<file path="config.mk">
export PLATFORM = sky130hd
export DESIGN_NAME = line_pixel_generator
export DESIGN_NICKNAME = d
export VERILOG_FILES = /design/src/rtl/core/lpg_pkg.sv /design/src/rtl/core/lpg_front.sv /design/src/rtl/core/lpg_back.sv /design/src/rtl/core/line_pixel_generator.sv
export SDC_FILE = /design/constraint.sdc
export NUM_CORES = 2
export LEC_CHECK = 0
export ABC_AREA = 1
export BUFFER_PORTS_ARGS = -buffer_cell sky130_fd_sc_hd__clkbuf_2
export CAP_MARGIN = 20
export CORE_MARGIN = 2
export CORE_UTILIZATION = 59
export DETAILED_ROUTE_END_ITERATION = 16
export PLACE_DENSITY = 0.84
export SYNTH_ARGS = -nofsm -noshare
export SYNTH_HDL_FRONTEND = slang
export SYNTH_SLANG_ARGS = --single-unit
</file>
<file path="constraint.sdc">
create_clock -name clk -period 9.01 [get_ports clk]
set_input_delay 0.4505 -clock clk [delete_from_list [all_inputs] [get_ports clk]]
set_output_delay 0.4505 -clock clk [all_outputs]
set_load 0.01 [all_outputs]
</file>
<file path="src/rtl/core/lpg_pkg.sv">
package lpg_pkg;

    typedef enum logic [1:0] {
        WALK_IDLE    = 2'd0,
        WALK_ROW     = 2'd1,
        WALK_COLUMN  = 2'd2,
        WALK_GENERAL = 2'd3
    } walk_mode_t;

    typedef enum logic [2:0] {
        BE_IDLE  = 3'd0,
        BE_SQRT  = 3'd1,
        BE_DIVX  = 3'd2,
        BE_DIVY  = 3'd3,
        BE_EMIT  = 3'd4
    } back_state_t;

    localparam logic OP_START = 1'b0;
    localparam logic OP_STEP  = 1'b1;

endpackage

</file>
<file path="src/rtl/core/lpg_front.sv">
module lpg_front
    import lpg_pkg::*;
#(
    parameter int COORD_BITS = 13
)
(
    input  logic                      clk,
    input  logic                      rst_n,
    input  logic                      in_valid,
    output logic                      in_ready,
    input  logic                      in_op,
    input  logic [4*COORD_BITS+23:0]  in_data,
    output logic                      q_valid,
    input  logic                      q_ready,
    output logic                      q_op,
    output logic [4*COORD_BITS+23:0]  q_data
);

    // two-entry queue between front and back
    logic [1:0]                     cnt_reg, cnt_next;
    logic                           rd_reg, rd_next;
    logic                           wr_reg, wr_next;
    logic                           op_reg [2];
    logic [4*COORD_BITS+23:0]       data_reg [2];
    logic                           push, pop;

    assign in_ready = (cnt_reg != 2'd2);
    assign push     = in_valid && in_ready;
    assign q_valid  = (cnt_reg != 2'd0);
    assign pop      = q_valid && q_ready;
    assign q_op     = op_reg[rd_reg];
    assign q_data   = data_reg[rd_reg];

    always_comb
    begin
        cnt_next = cnt_reg + {1'b0, push} - {1'b0, pop};
        rd_next  = rd_reg ^ pop;
        wr_next  = wr_reg ^ push;
    end

    always_ff @(posedge clk or negedge rst_n)
    begin
        if (!rst_n)
        begin
            cnt_reg <= '0;
            rd_reg  <= 1'b0;
            wr_reg  <= 1'b0;
        end
        else
        begin
            cnt_reg <= cnt_next;
            rd_reg  <= rd_next;
            wr_reg  <= wr_next;
        end
    end

    always_ff @(posedge clk)
    begin
        if (push)
        begin
            op_reg[wr_reg]   <= in_op;
            data_reg[wr_reg] <= in_data;
        end
    end

endmodule

</file>
<file path="src/rtl/core/lpg_back.sv">
module lpg_back
    import lpg_pkg::*;
#(
    parameter int COORD_BITS = 13,
    parameter int FRAC_BITS  = 16
)
(
    input  logic                      clk,
    input  logic                      rst_n,
    input  logic                      q_valid,
    output logic                      q_ready,
    input  logic                      q_op,
    input  logic [4*COORD_BITS+23:0]  q_data,
    output logic                      out_valid,
    input  logic                      out_ready,
    output logic [2*COORD_BITS+23:0]  out_data,
    output logic                      out_user,
    output logic                      out_last
);

    localparam int CB  = COORD_BITS;
    localparam int FB  = FRAC_BITS;
    localparam int PW  = CB + FB + 1;           // position width
    localparam int SW  = FB + 2;                // step width
    localparam int DW  = CB + 1;                // difference width
    localparam int QW  = 2 * DW;                // sum of squares width
    localparam int RW  = CB + FB + 2;           // root width
    localparam int RMW = RW + 2;                // sqrt remainder width
    localparam int SQ_ITER = CB + FB + 1;
    localparam int DV_ITER = CB + 2 * FB;
    localparam int NUMW = CB + 2 * FB;
    localparam int DRW  = RW + 1;
    localparam int CTW  = $clog2(DV_ITER + 1);
    localparam int RTW  = RW - FB;              // integer part of the root
    localparam int RSQW = 2 * RTW;

    back_state_t            state_reg, state_next;
    walk_mode_t             mode_reg;
    logic [DW:0]            left_reg;
    logic signed [PW-1:0]   posx_reg, posy_reg;
    logic signed [SW-1:0]   stepx_reg, stepy_reg;
    logic [23:0]            color_reg;
    logic                   ovalid_reg;
    logic [2*CB+23:0]       odata_reg;
    logic                   olast_reg;
    logic                   pvalid_reg;

    // iterative unit state
    logic [QW-1:0]          s_reg;
    logic [RMW-1:0]         rem_reg;
    logic [RW-1:0]          root_reg;
    logic [CTW-1:0]         cnt_reg;
    logic [NUMW-1:0]        num_reg;
    logic [DRW-1:0]         drem_reg;
    logic [NUMW-1:0]        quo_reg;
    logic signed [DW-1:0]   dx_reg, dy_reg;

    logic signed [CB-1:0]   ax, ay, bx, by;
    logic signed [DW-1:0]   dx, dy;
    logic [DW-1:0]          adx, ady;
    logic                   out_free;
    logic                   take;

    assign ax = q_data[CB-1:0];
    assign ay = q_data[2*CB-1:CB];
    assign bx = q_data[3*CB-1:2*CB];
    assign by = q_data[4*CB-1:3*CB];
    assign dx = DW'(ax) - DW'(bx);
    assign dy = DW'(ay) - DW'(by);
    assign adx = dx[DW-1] ? DW'(-dx) : dx;
    assign ady = dy[DW-1] ? DW'(-dy) : dy;

    assign out_free  = !ovalid_reg || out_ready;
    assign q_ready   = (state_reg == BE_IDLE) && out_free;
    assign take      = q_valid && q_ready;
    assign out_valid = ovalid_reg;
    assign out_data  = odata_reg;
    assign out_user  = pvalid_reg;
    assign out_last  = olast_reg;

    // sqrt step
    logic [1:0]       pair;
    logic [RMW-1:0]   srem, strial;
    logic             sfit;
    logic [CTW-1:0]   k;
    always_comb
    begin
        k = cnt_reg;
        pair = (k >= CTW'(FB)) ? 2'(s_reg >> (2 * (32'(k) - FB))) : 2'b00;
        srem = {rem_reg[RMW-3:0], pair};
        strial = {root_reg[RW-1:0], 2'b01};
        sfit = srem >= strial;
    end

    // division step
    logic [DRW-1:0]   drem;
    logic             dfit;
    always_comb
    begin
        drem = {drem_reg[DRW-2:0], num_reg[NUMW-1]};
        dfit = drem >= DRW'(root_reg);
    end

    logic [DW:0]            len;
    logic [RTW-1:0]         r;
    logic [RSQW-1:0]        rsq;
    always_comb
    begin
        r   = root_reg[RW-1:FB];
        rsq = RSQW'(r) * RSQW'(r);
        len = (DW+1)'(r) + ((rsq != RSQW'(s_reg)) ? (DW+1)'(1) : '0);
    end

    function automatic logic [CB-1:0] trunc_pos(input logic signed [PW-1:0] p);
        logic signed [PW-1:0] q;
        begin
            q = p[PW-1] ? PW'(-((-p) >>> FB)) : PW'(p >>> FB);
            trunc_pos = q[CB-1:0];
        end
    endfunction

    always_comb
    begin
        state_next = state_reg;
        unique case (state_reg)
            BE_IDLE:
                if (take && q_op == OP_START && dx != '0 && dy != '0)
                    state_next = BE_SQRT;
            BE_SQRT:
                if (cnt_reg == '0)
                    state_next = BE_DIVX;
            BE_DIVX:
                if (cnt_reg == '0)
                    state_next = BE_DIVY;
            BE_DIVY:
                if (cnt_reg == '0)
                    state_next = BE_EMIT;
            BE_EMIT:
                if (out_free)
                    state_next = BE_IDLE;
            default:
                state_next = BE_IDLE;
        endcase
    end

    always_ff @(posedge clk or negedge rst_n)
    begin
        if (!rst_n)
        begin
            state_reg  <= BE_IDLE;
            mode_reg   <= WALK_IDLE;
            left_reg   <= '0;
            ovalid_reg <= 1'b0;
            odata_reg  <= '0;
            olast_reg  <= 1'b0;
            pvalid_reg <= 1'b0;
            posx_reg   <= '0;
            posy_reg   <= '0;
            stepx_reg  <= '0;
            stepy_reg  <= '0;
            color_reg  <= '0;
            s_reg      <= '0;
            rem_reg    <= '0;
            root_reg   <= '0;
            cnt_reg    <= '0;
            num_reg    <= '0;
            drem_reg   <= '0;
            quo_reg    <= '0;
            dx_reg     <= '0;
            dy_reg     <= '0;
        end
        else
        begin
            state_reg <= state_next;
            if (take)
            begin
                if (q_op == OP_START)
                begin
                    color_reg <= q_data[4*CB+23:4*CB];
                    if (dy == '0 && dx == '0)
                    begin
                        // empty line
                        ovalid_reg <= 1'b1;
                        pvalid_reg <= 1'b0;
                        odata_reg  <= '0;
                        olast_reg  <= 1'b0;
                        mode_reg   <= WALK_IDLE;
                        left_reg   <= '0;
                    end
                    else if (dy == '0)
                    begin
                        ovalid_reg <= 1'b1;
                        pvalid_reg <= 1'b1;
                        odata_reg  <= {q_data[4*CB+23:4*CB], by, dx[DW-1] ? ax : bx};
                        olast_reg  <= (adx == DW'(1));
                        mode_reg   <= (adx == DW'(1)) ? WALK_IDLE : WALK_ROW;
                        posx_reg   <= (PW'(dx[DW-1] ? ax : bx) <<< FB) + (PW'(1) <<< FB);
                        posy_reg   <= PW'(by) <<< FB;
                        stepx_reg  <= SW'(1) <<< FB;
                        stepy_reg  <= '0;
                        left_reg   <= (DW+1)'(adx) - 1'b1;
                    end
                    else if (dx == '0)
                    begin
                        ovalid_reg <= 1'b1;
                        pvalid_reg <= 1'b1;
                        odata_reg  <= {q_data[4*CB+23:4*CB], dy[DW-1] ? ay : by, bx};
                        olast_reg  <= (ady == DW'(1));
                        mode_reg   <= (ady == DW'(1)) ? WALK_IDLE : WALK_COLUMN;
                        posx_reg   <= PW'(bx) <<< FB;
                        posy_reg   <= (PW'(dy[DW-1] ? ay : by) <<< FB) + (PW'(1) <<< FB);
                        stepx_reg  <= '0;
                        stepy_reg  <= SW'(1) <<< FB;
                        left_reg   <= (DW+1)'(ady) - 1'b1;
                    end
                    else
                    begin
                        // any held word leaves now, the first pixel comes from the emit state
                        ovalid_reg <= 1'b0;
                        mode_reg   <= WALK_GENERAL;
                        posx_reg   <= PW'(bx) <<< FB;
                        posy_reg   <= PW'(by) <<< FB;
                        dx_reg     <= dx;
                        dy_reg     <= dy;
                        s_reg      <= QW'(adx) * QW'(adx) + QW'(ady) * QW'(ady);
                        rem_reg    <= '0;
                        root_reg   <= '0;
                        cnt_reg    <= CTW'(SQ_ITER - 1);
                    end
                end
                else if (left_reg != '0)
                begin
                    ovalid_reg <= 1'b1;
                    pvalid_reg <= 1'b1;
                    odata_reg  <= {color_reg, trunc_pos(posy_reg), trunc_pos(posx_reg)};
                    olast_reg  <= (left_reg == (DW+1)'(1));
                    left_reg   <= left_reg - 1'b1;
                    posx_reg   <= posx_reg + PW'(stepx_reg);
                    posy_reg   <= posy_reg + PW'(stepy_reg);
                    mode_reg   <= (left_reg == (DW+1)'(1)) ? WALK_IDLE : mode_reg;
                end
                else
                begin
                    ovalid_reg <= 1'b1;
                    pvalid_reg <= 1'b0;
                    odata_reg  <= '0;
                    olast_reg  <= 1'b0;
                end
            end
            else
            begin
                if (state_reg == BE_EMIT && out_free)
                begin
                    // first pixel sits at B, steps are ready now
                    ovalid_reg <= 1'b1;
                    pvalid_reg <= 1'b1;
                    odata_reg  <= {color_reg, trunc_pos(posy_reg), trunc_pos(posx_reg)};
                    olast_reg  <= (len == (DW+1)'(1));
                    left_reg   <= len - 1'b1;
                    posx_reg   <= posx_reg + PW'(stepx_reg);
                    posy_reg   <= posy_reg + PW'(stepy_reg);
                    mode_reg   <= (len == (DW+1)'(1)) ? WALK_IDLE : mode_reg;
                end
                else if (ovalid_reg && out_ready)
                    ovalid_reg <= 1'b0;

                unique case (state_reg)
                    BE_SQRT:
                    begin
                        rem_reg  <= sfit ? srem - strial : srem;
                        root_reg <= {root_reg[RW-2:0], sfit};
                        if (cnt_reg == '0)
                        begin
                            num_reg  <= NUMW'(dx_reg[DW-1] ? -dx_reg : dx_reg) << (2*FB);
                            drem_reg <= '0;
                            quo_reg  <= '0;
                            cnt_reg  <= CTW'(DV_ITER - 1);
                        end
                        else
                            cnt_reg <= cnt_reg - 1'b1;
                    end
                    BE_DIVX, BE_DIVY:
                    begin
                        if (cnt_reg == '0 && state_reg == BE_DIVX)
                        begin
                            stepx_reg <= dx_reg[DW-1] ? -SW'({quo_reg[NUMW-2:0], dfit})
                                                      : SW'({quo_reg[NUMW-2:0], dfit});
                            num_reg  <= NUMW'(dy_reg[DW-1] ? -dy_reg : dy_reg) << (2*FB);
                            drem_reg <= '0;
                            quo_reg  <= '0;
                            cnt_reg  <= CTW'(DV_ITER - 1);
                        end
                        else
                        begin
                            drem_reg <= dfit ? drem - DRW'(root_reg) : drem;
                            quo_reg  <= {quo_reg[NUMW-2:0], dfit};
                            num_reg  <= num_reg << 1;
                            cnt_reg  <= cnt_reg - 1'b1;
                            if (cnt_reg == '0)
                                stepy_reg <= dy_reg[DW-1] ? -SW'({quo_reg[NUMW-2:0], dfit})
                                                          : SW'({quo_reg[NUMW-2:0], dfit});
                        end
                    end
                    default:
                    begin
                    end
                endcase
            end
        end
    end

    assert property (@(posedge clk) disable iff (!rst_n)
        (state_reg != BE_IDLE) |-> !q_ready)
        else $error("back took an item while busy");
    assert property (@(posedge clk) disable iff (!rst_n)
        (ovalid_reg && !out_ready) |=> ovalid_reg && $stable(odata_reg))
        else $error("stalled result changed");
    assert property (@(posedge clk) disable iff (!rst_n)
        (state_reg == BE_IDLE) |-> ((mode_reg == WALK_IDLE) == (left_reg == '0)))
        else $error("walk mode and pixel count disagree");

endmodule

</file>
<file path="src/rtl/core/line_pixel_generator.sv">
// line pixel generator: dda line rasterizer, one pixel per word
// s_axis: tuser = operation (0 start, 1 next pixel), tdata = endpoints and color
// m_axis: one result word per input word; tuser = pixel_valid, tlast = last pixel
// a start word with a shared x or y gives its first pixel through the
// two-entry input queue and the output register; a general start runs the square
// root and two long divisions in the back end, one bit per cycle, before the
// emit state gives its first pixel
// step words give one result per cycle while the output register drains
// an idle step, or a start with equal endpoints, gives a word with pixel_valid 0
// and all other fields 0
// reset clears the queue, the walk and the output register
// a stalled receiver holds the output word; the queue then fills and
// s_axis_tready drops after two more words
module line_pixel_generator
    import lpg_pkg::*;
#(
    parameter int COORD_BITS = 13,
    parameter int FRAC_BITS  = 16
)
(
    input  logic                        clk,
    input  logic                        rst_n,
    input  logic                        s_axis_tvalid,
    output logic                        s_axis_tready,
    // first_x, first_y, second_x, second_y, color_red, color_green, color_blue
    input  logic [((4*COORD_BITS+24+7)/8)*8-1:0] s_axis_tdata,
    // operation
    input  logic                        s_axis_tuser,
    output logic                        m_axis_tvalid,
    input  logic                        m_axis_tready,
    // pixel_x, pixel_y, pixel_red, pixel_green, pixel_blue
    output logic [((2*COORD_BITS+24+7)/8)*8-1:0] m_axis_tdata,
    // pixel_valid
    output logic                        m_axis_tuser,
    output logic                        m_axis_tlast
);

    localparam int IW = 4*COORD_BITS + 24;
    localparam int OW = 2*COORD_BITS + 24;

    logic           q_valid, q_ready, q_op;
    logic [IW-1:0]  q_data;
    logic [OW-1:0]  odata;
    logic           ouser;
    logic           olast;

    lpg_front #(.COORD_BITS(COORD_BITS)) u_front (
        .clk      (clk),
        .rst_n    (rst_n),
        .in_valid (s_axis_tvalid),
        .in_ready (s_axis_tready),
        .in_op    (s_axis_tuser),
        .in_data  (s_axis_tdata[IW-1:0]),
        .q_valid  (q_valid),
        .q_ready  (q_ready),
        .q_op     (q_op),
        .q_data   (q_data)
    );

    lpg_back #(.COORD_BITS(COORD_BITS), .FRAC_BITS(FRAC_BITS)) u_back (
        .clk       (clk),
        .rst_n     (rst_n),
        .q_valid   (q_valid),
        .q_ready   (q_ready),
        .q_op      (q_op),
        .q_data    (q_data),
        .out_valid (m_axis_tvalid),
        .out_ready (m_axis_tready),
        .out_data  (odata),
        .out_user  (ouser),
        .out_last  (olast)
    );

    assign m_axis_tdata = {{(((OW+7)/8)*8-OW){1'b0}}, odata};
    assign m_axis_tuser = ouser;
    assign m_axis_tlast = olast;

endmodule
</file>
==> flow_summary_export.csv <==
group,metric,value,unit
global_route,overflow,0,
min_path,hp-class,"primary input to flip-flop",
logic_synthesis,synth.area.top_cells,"dfrtp_1, fa_1, nand2_1",
flow_run,maxCapViolations,0,
final_layout,largest_reg_flops,152,
floorplanning,io_pins,145,
critical_path,critPathKind,"flip-flop to flip-flop",
logic_synthesis,synth-main-ff-cell,"dfrtp_1",
logic_synthesis,avgSynthCellArea,7.88,um^2
logic_synthesis,synth-edff-count,154,
timing,rsz0062_at_grt,"yes",
critical_path,cp-start-kind,"flip-flop",
critical_path,crit_family,"adder cells",
final_layout,drive_gt1_share,15.3,%
timing,fmax,113,MHz
logic_synthesis,synth_area,53400,um^2
floorplanning,die_h,305,um
critical_path,worst-path-max-fanout,12,
timing,slew_headroom,25.2,%
logic_synthesis,yosysSeqAreaShare,26.5,%
global_route,grt_max_degree,165,
min_path,hold_start,"m_axis_tready",
logic_synthesis,synth_top_area_share,17.8,%
global_route,grt_pass1_wl,254000,um
detailed_routing,drc,0,
global_route,grt_use_total,33.8,%
clock_network,numCtsBuffers,58,
timing,finalClockSkew,0.0851,ns
critical_path,reg2regPathDepth,37,
run_status,outcome,"completed",
logic_synthesis,yosysTopAreaCell,"dfrtp_1",
timing,worst_slew_pin_slew,1.11,ns
detailed_routing,wl,165000,um
clock_network,htreeDepth,2,
clock_network,cts_root_buf,"clkbuf_16",
critical_path,critPathSlowestCell,"fa_1",
logic_synthesis,ys_warn_count,0,
min_path,hold_path_end,"u_back.out_valid",
place,place_ws,-0.294,ns
detailed_routing,drt_iter0_markers,5415,
floorplanning,die-area,93000,um^2
timing,final_hold_viol_count,0,
critical_path,required,9.53,ns
logic_synthesis,ys_seq_elements,534,
critical_path,cp-end-kind,"flip-flop",
critical_path,arrival,9.37,ns
clock_network,clock_latency,0.71,ns
timing,timing.final.ws_setup,0.168,ns
place,routabilityCongestion,0.983,
place,post-dp-hpwl,117000,um
timing,finalHoldWorstSlack,0.233,ns
final_layout,syn_to_final_growth,17.0,%
clock_network,clock-sinks,534,
min_path,worstHoldPathCells,4,
detailed_routing,avgRoutedWirePerCell,19.4,um
critical_path,reg2reg_to,"u_back.s_reg[25]",
place,dp.cells,8263,
critical_path,cp_num_buf_inv,10,
final_layout,fin_util,69.5,%
detailed_routing,drtPass1Iterations,9,
clock_network,cts.path.max_buffers,3,
detailed_routing,viasPerCell,5.91,
floorplanning,die_x,305,um
global_route,grt_pass1_vias,49500,
logic_synthesis,synth.distinct_cells,76,
detailed_routing,vias,50300,
critical_path,crit_top_cell,"fa_1",
critical_path,slowest_delay,0.57,ns
logic_synthesis,ys_async_sr_fraction,71.2,%
floorplanning,core-area,89900,um^2
final_layout,n_fill_cell,6587,
timing,post-route-min-period,8.84,ns
global_route,antenna_found_initial,6,
final_layout,nets,8208,
detailed_routing,drt.antenna.violating_nets,0,
final_layout,fin_cells,8517,
clock_network,clkTransAtPathRegs,0.07,ns
floorplanning,initial_core_util,59.4,%
clock_network,cts_tree,"yes",
critical_path,r2r-start,"u_front.rd_reg",
timing,finalMaxSlewViolations,0,
place,portBuffers,134,
critical_path,reg2reg_slack,0.17,ns
floorplanning,fp-row-count,110,
logic_synthesis,netlist_instances,6775,
timing,finalSetupViolCount,0,
timing,finalCritPeriodShare,98.1,%
-- cell usage after synthesis (25+ instances only) --
master / count
o22ai_1: 62
o21ai_0: 423
xnor2_1: 100
nor4_1: 29
mux2i_1: 28
nor2_1: 584
edfxtp_1: 154
nand2_1: 1437
dfrtp_1: 380
inv_2: 26
or2_2: 25
a31oi_1: 64
xor2_1: 154
clkbuf_1: 117
nand4_1: 56
nand2_2: 48
inv_1: 1129
buf_2: 58
a21oi_1: 369
fa_1: 439
nand3_1: 270
ha_1: 398
nor3_1: 50
o211ai_1: 45
o21ai_1: 34
-- worst max-delay path by stage --
| stage | from | slack (ns) | end | cells past startpoint |
|---|---|---|---|---|
| 2_1_floorplan | u_front.rd_reg | 0.09 | u_back.s_reg[26] | 41 |
| 3_3_place_gp | u_front.rd_reg | -0.07 | u_back.s_reg[25] | 43 |
| 3_5_place_dp | u_front.rd_reg | -0.29 | u_back.s_reg[25] | 43 |
| 4_1_cts | u_front.rd_reg | 0.008 | u_back.s_reg[25] | 45 |
| 5_1_grt | u_front.rd_reg | -0.15 | u_back.s_reg[25] | 39 |
| 6_report | u_front.rd_reg | 0.17 | u_back.s_reg[25] | 37 |
-- routing by layer --
layer	vias to the layer above	wire length (um)	GRT usage [%]
met4	2	9740	16.1
met2	2923	77700	55.7
met1	23900	61700	43.1
met3	707	15900	6.22
li1	22800	-	-
met5	-	18	0
-- layout by cell type, fill, tap and decap left out, types with 44 or more instances in the layout --
cell,count
a21oi_1,342
a31oi_1,63
buf_4,384
clkbuf_16,60
clkbuf_2,133
dfrtp_1,364
dlygate4sd3_1,78
edfxtp_1,154
fa_1,424
ha_1,356
inv_1,1108
inv_2,44
nand2_1,1388
nand2_2,83
nand3_1,257
nand4_1,56
nor2_1,521
nor2_2,58
nor3_1,48
o211ai_1,45
o21ai_0,406
o21ai_1,45
o22ai_1,62
xnor2_1,98
xor2_1,151
-- final cells by class --
class | instances | area, um^2 | area share (%)
multi-input cells | 4891 | 35500 | 56.7
flip-flops and latches | 534 | 14200 | 22.7
repair buffers | 638 | 4940 | 7.90
inverters | 1163 | 4390 | 7.02
clock buffers | 83 | 1660 | 2.65
well taps | 1176 | 1470 | 2.35
clock inverters | 27 | 405 | 0.649
diodes | 5 | 12.5 | 0.0200
-- worst reg2reg max path, delay by kind of cell (launching register included) --
family                     cells  cell delay, ns
AOI/OAI and AO/OA              7            1.00
xor gates and xnor gates       1            0.17
adders and majority gates      9            4.24
buffers and inverters         10            1.18
DFF                            1            0.51
muxes                          1            0.27
and+or+nand+nor                9            1.31
-- cells by family after synthesis --
logic type	after synthesis	synth area share, %
AND/OR/NAND/NOR	2576	20.4
adder cells (fa/ha/maj)	837	25.8
buffers and inverters	1376	10.1
multiplexers	28	0.525
other	2	0.0141
flip-flops	534	26.5
XOR/XNOR	254	4.16
AO/OA/AOI/OAI	1168	12.5
-- metrics by stage --
stage               instance area (um^2)  TNS (ns)
floorplan                          53500         0
global placement                   57500    -0.168
detailed placement                 57500     -1.19
CTS                                60500         0
global route                       62500     -1.02
finish                             62500         0
-- what timing repair did --
item | CTS | global route
hold buffers | 78 | 0
resized for setup | 51 | 361
pin swaps | 8 | 124
cloned | 0 | 1
hold endpoints to repair | 242 | 0
buffers inserted | 3 | 59
setup endpoints to repair | 14 | 28
Power is left out: the tool's default activity adds up to more than one toggle a clock period on the data nets, which glitch-free logic cannot reach.
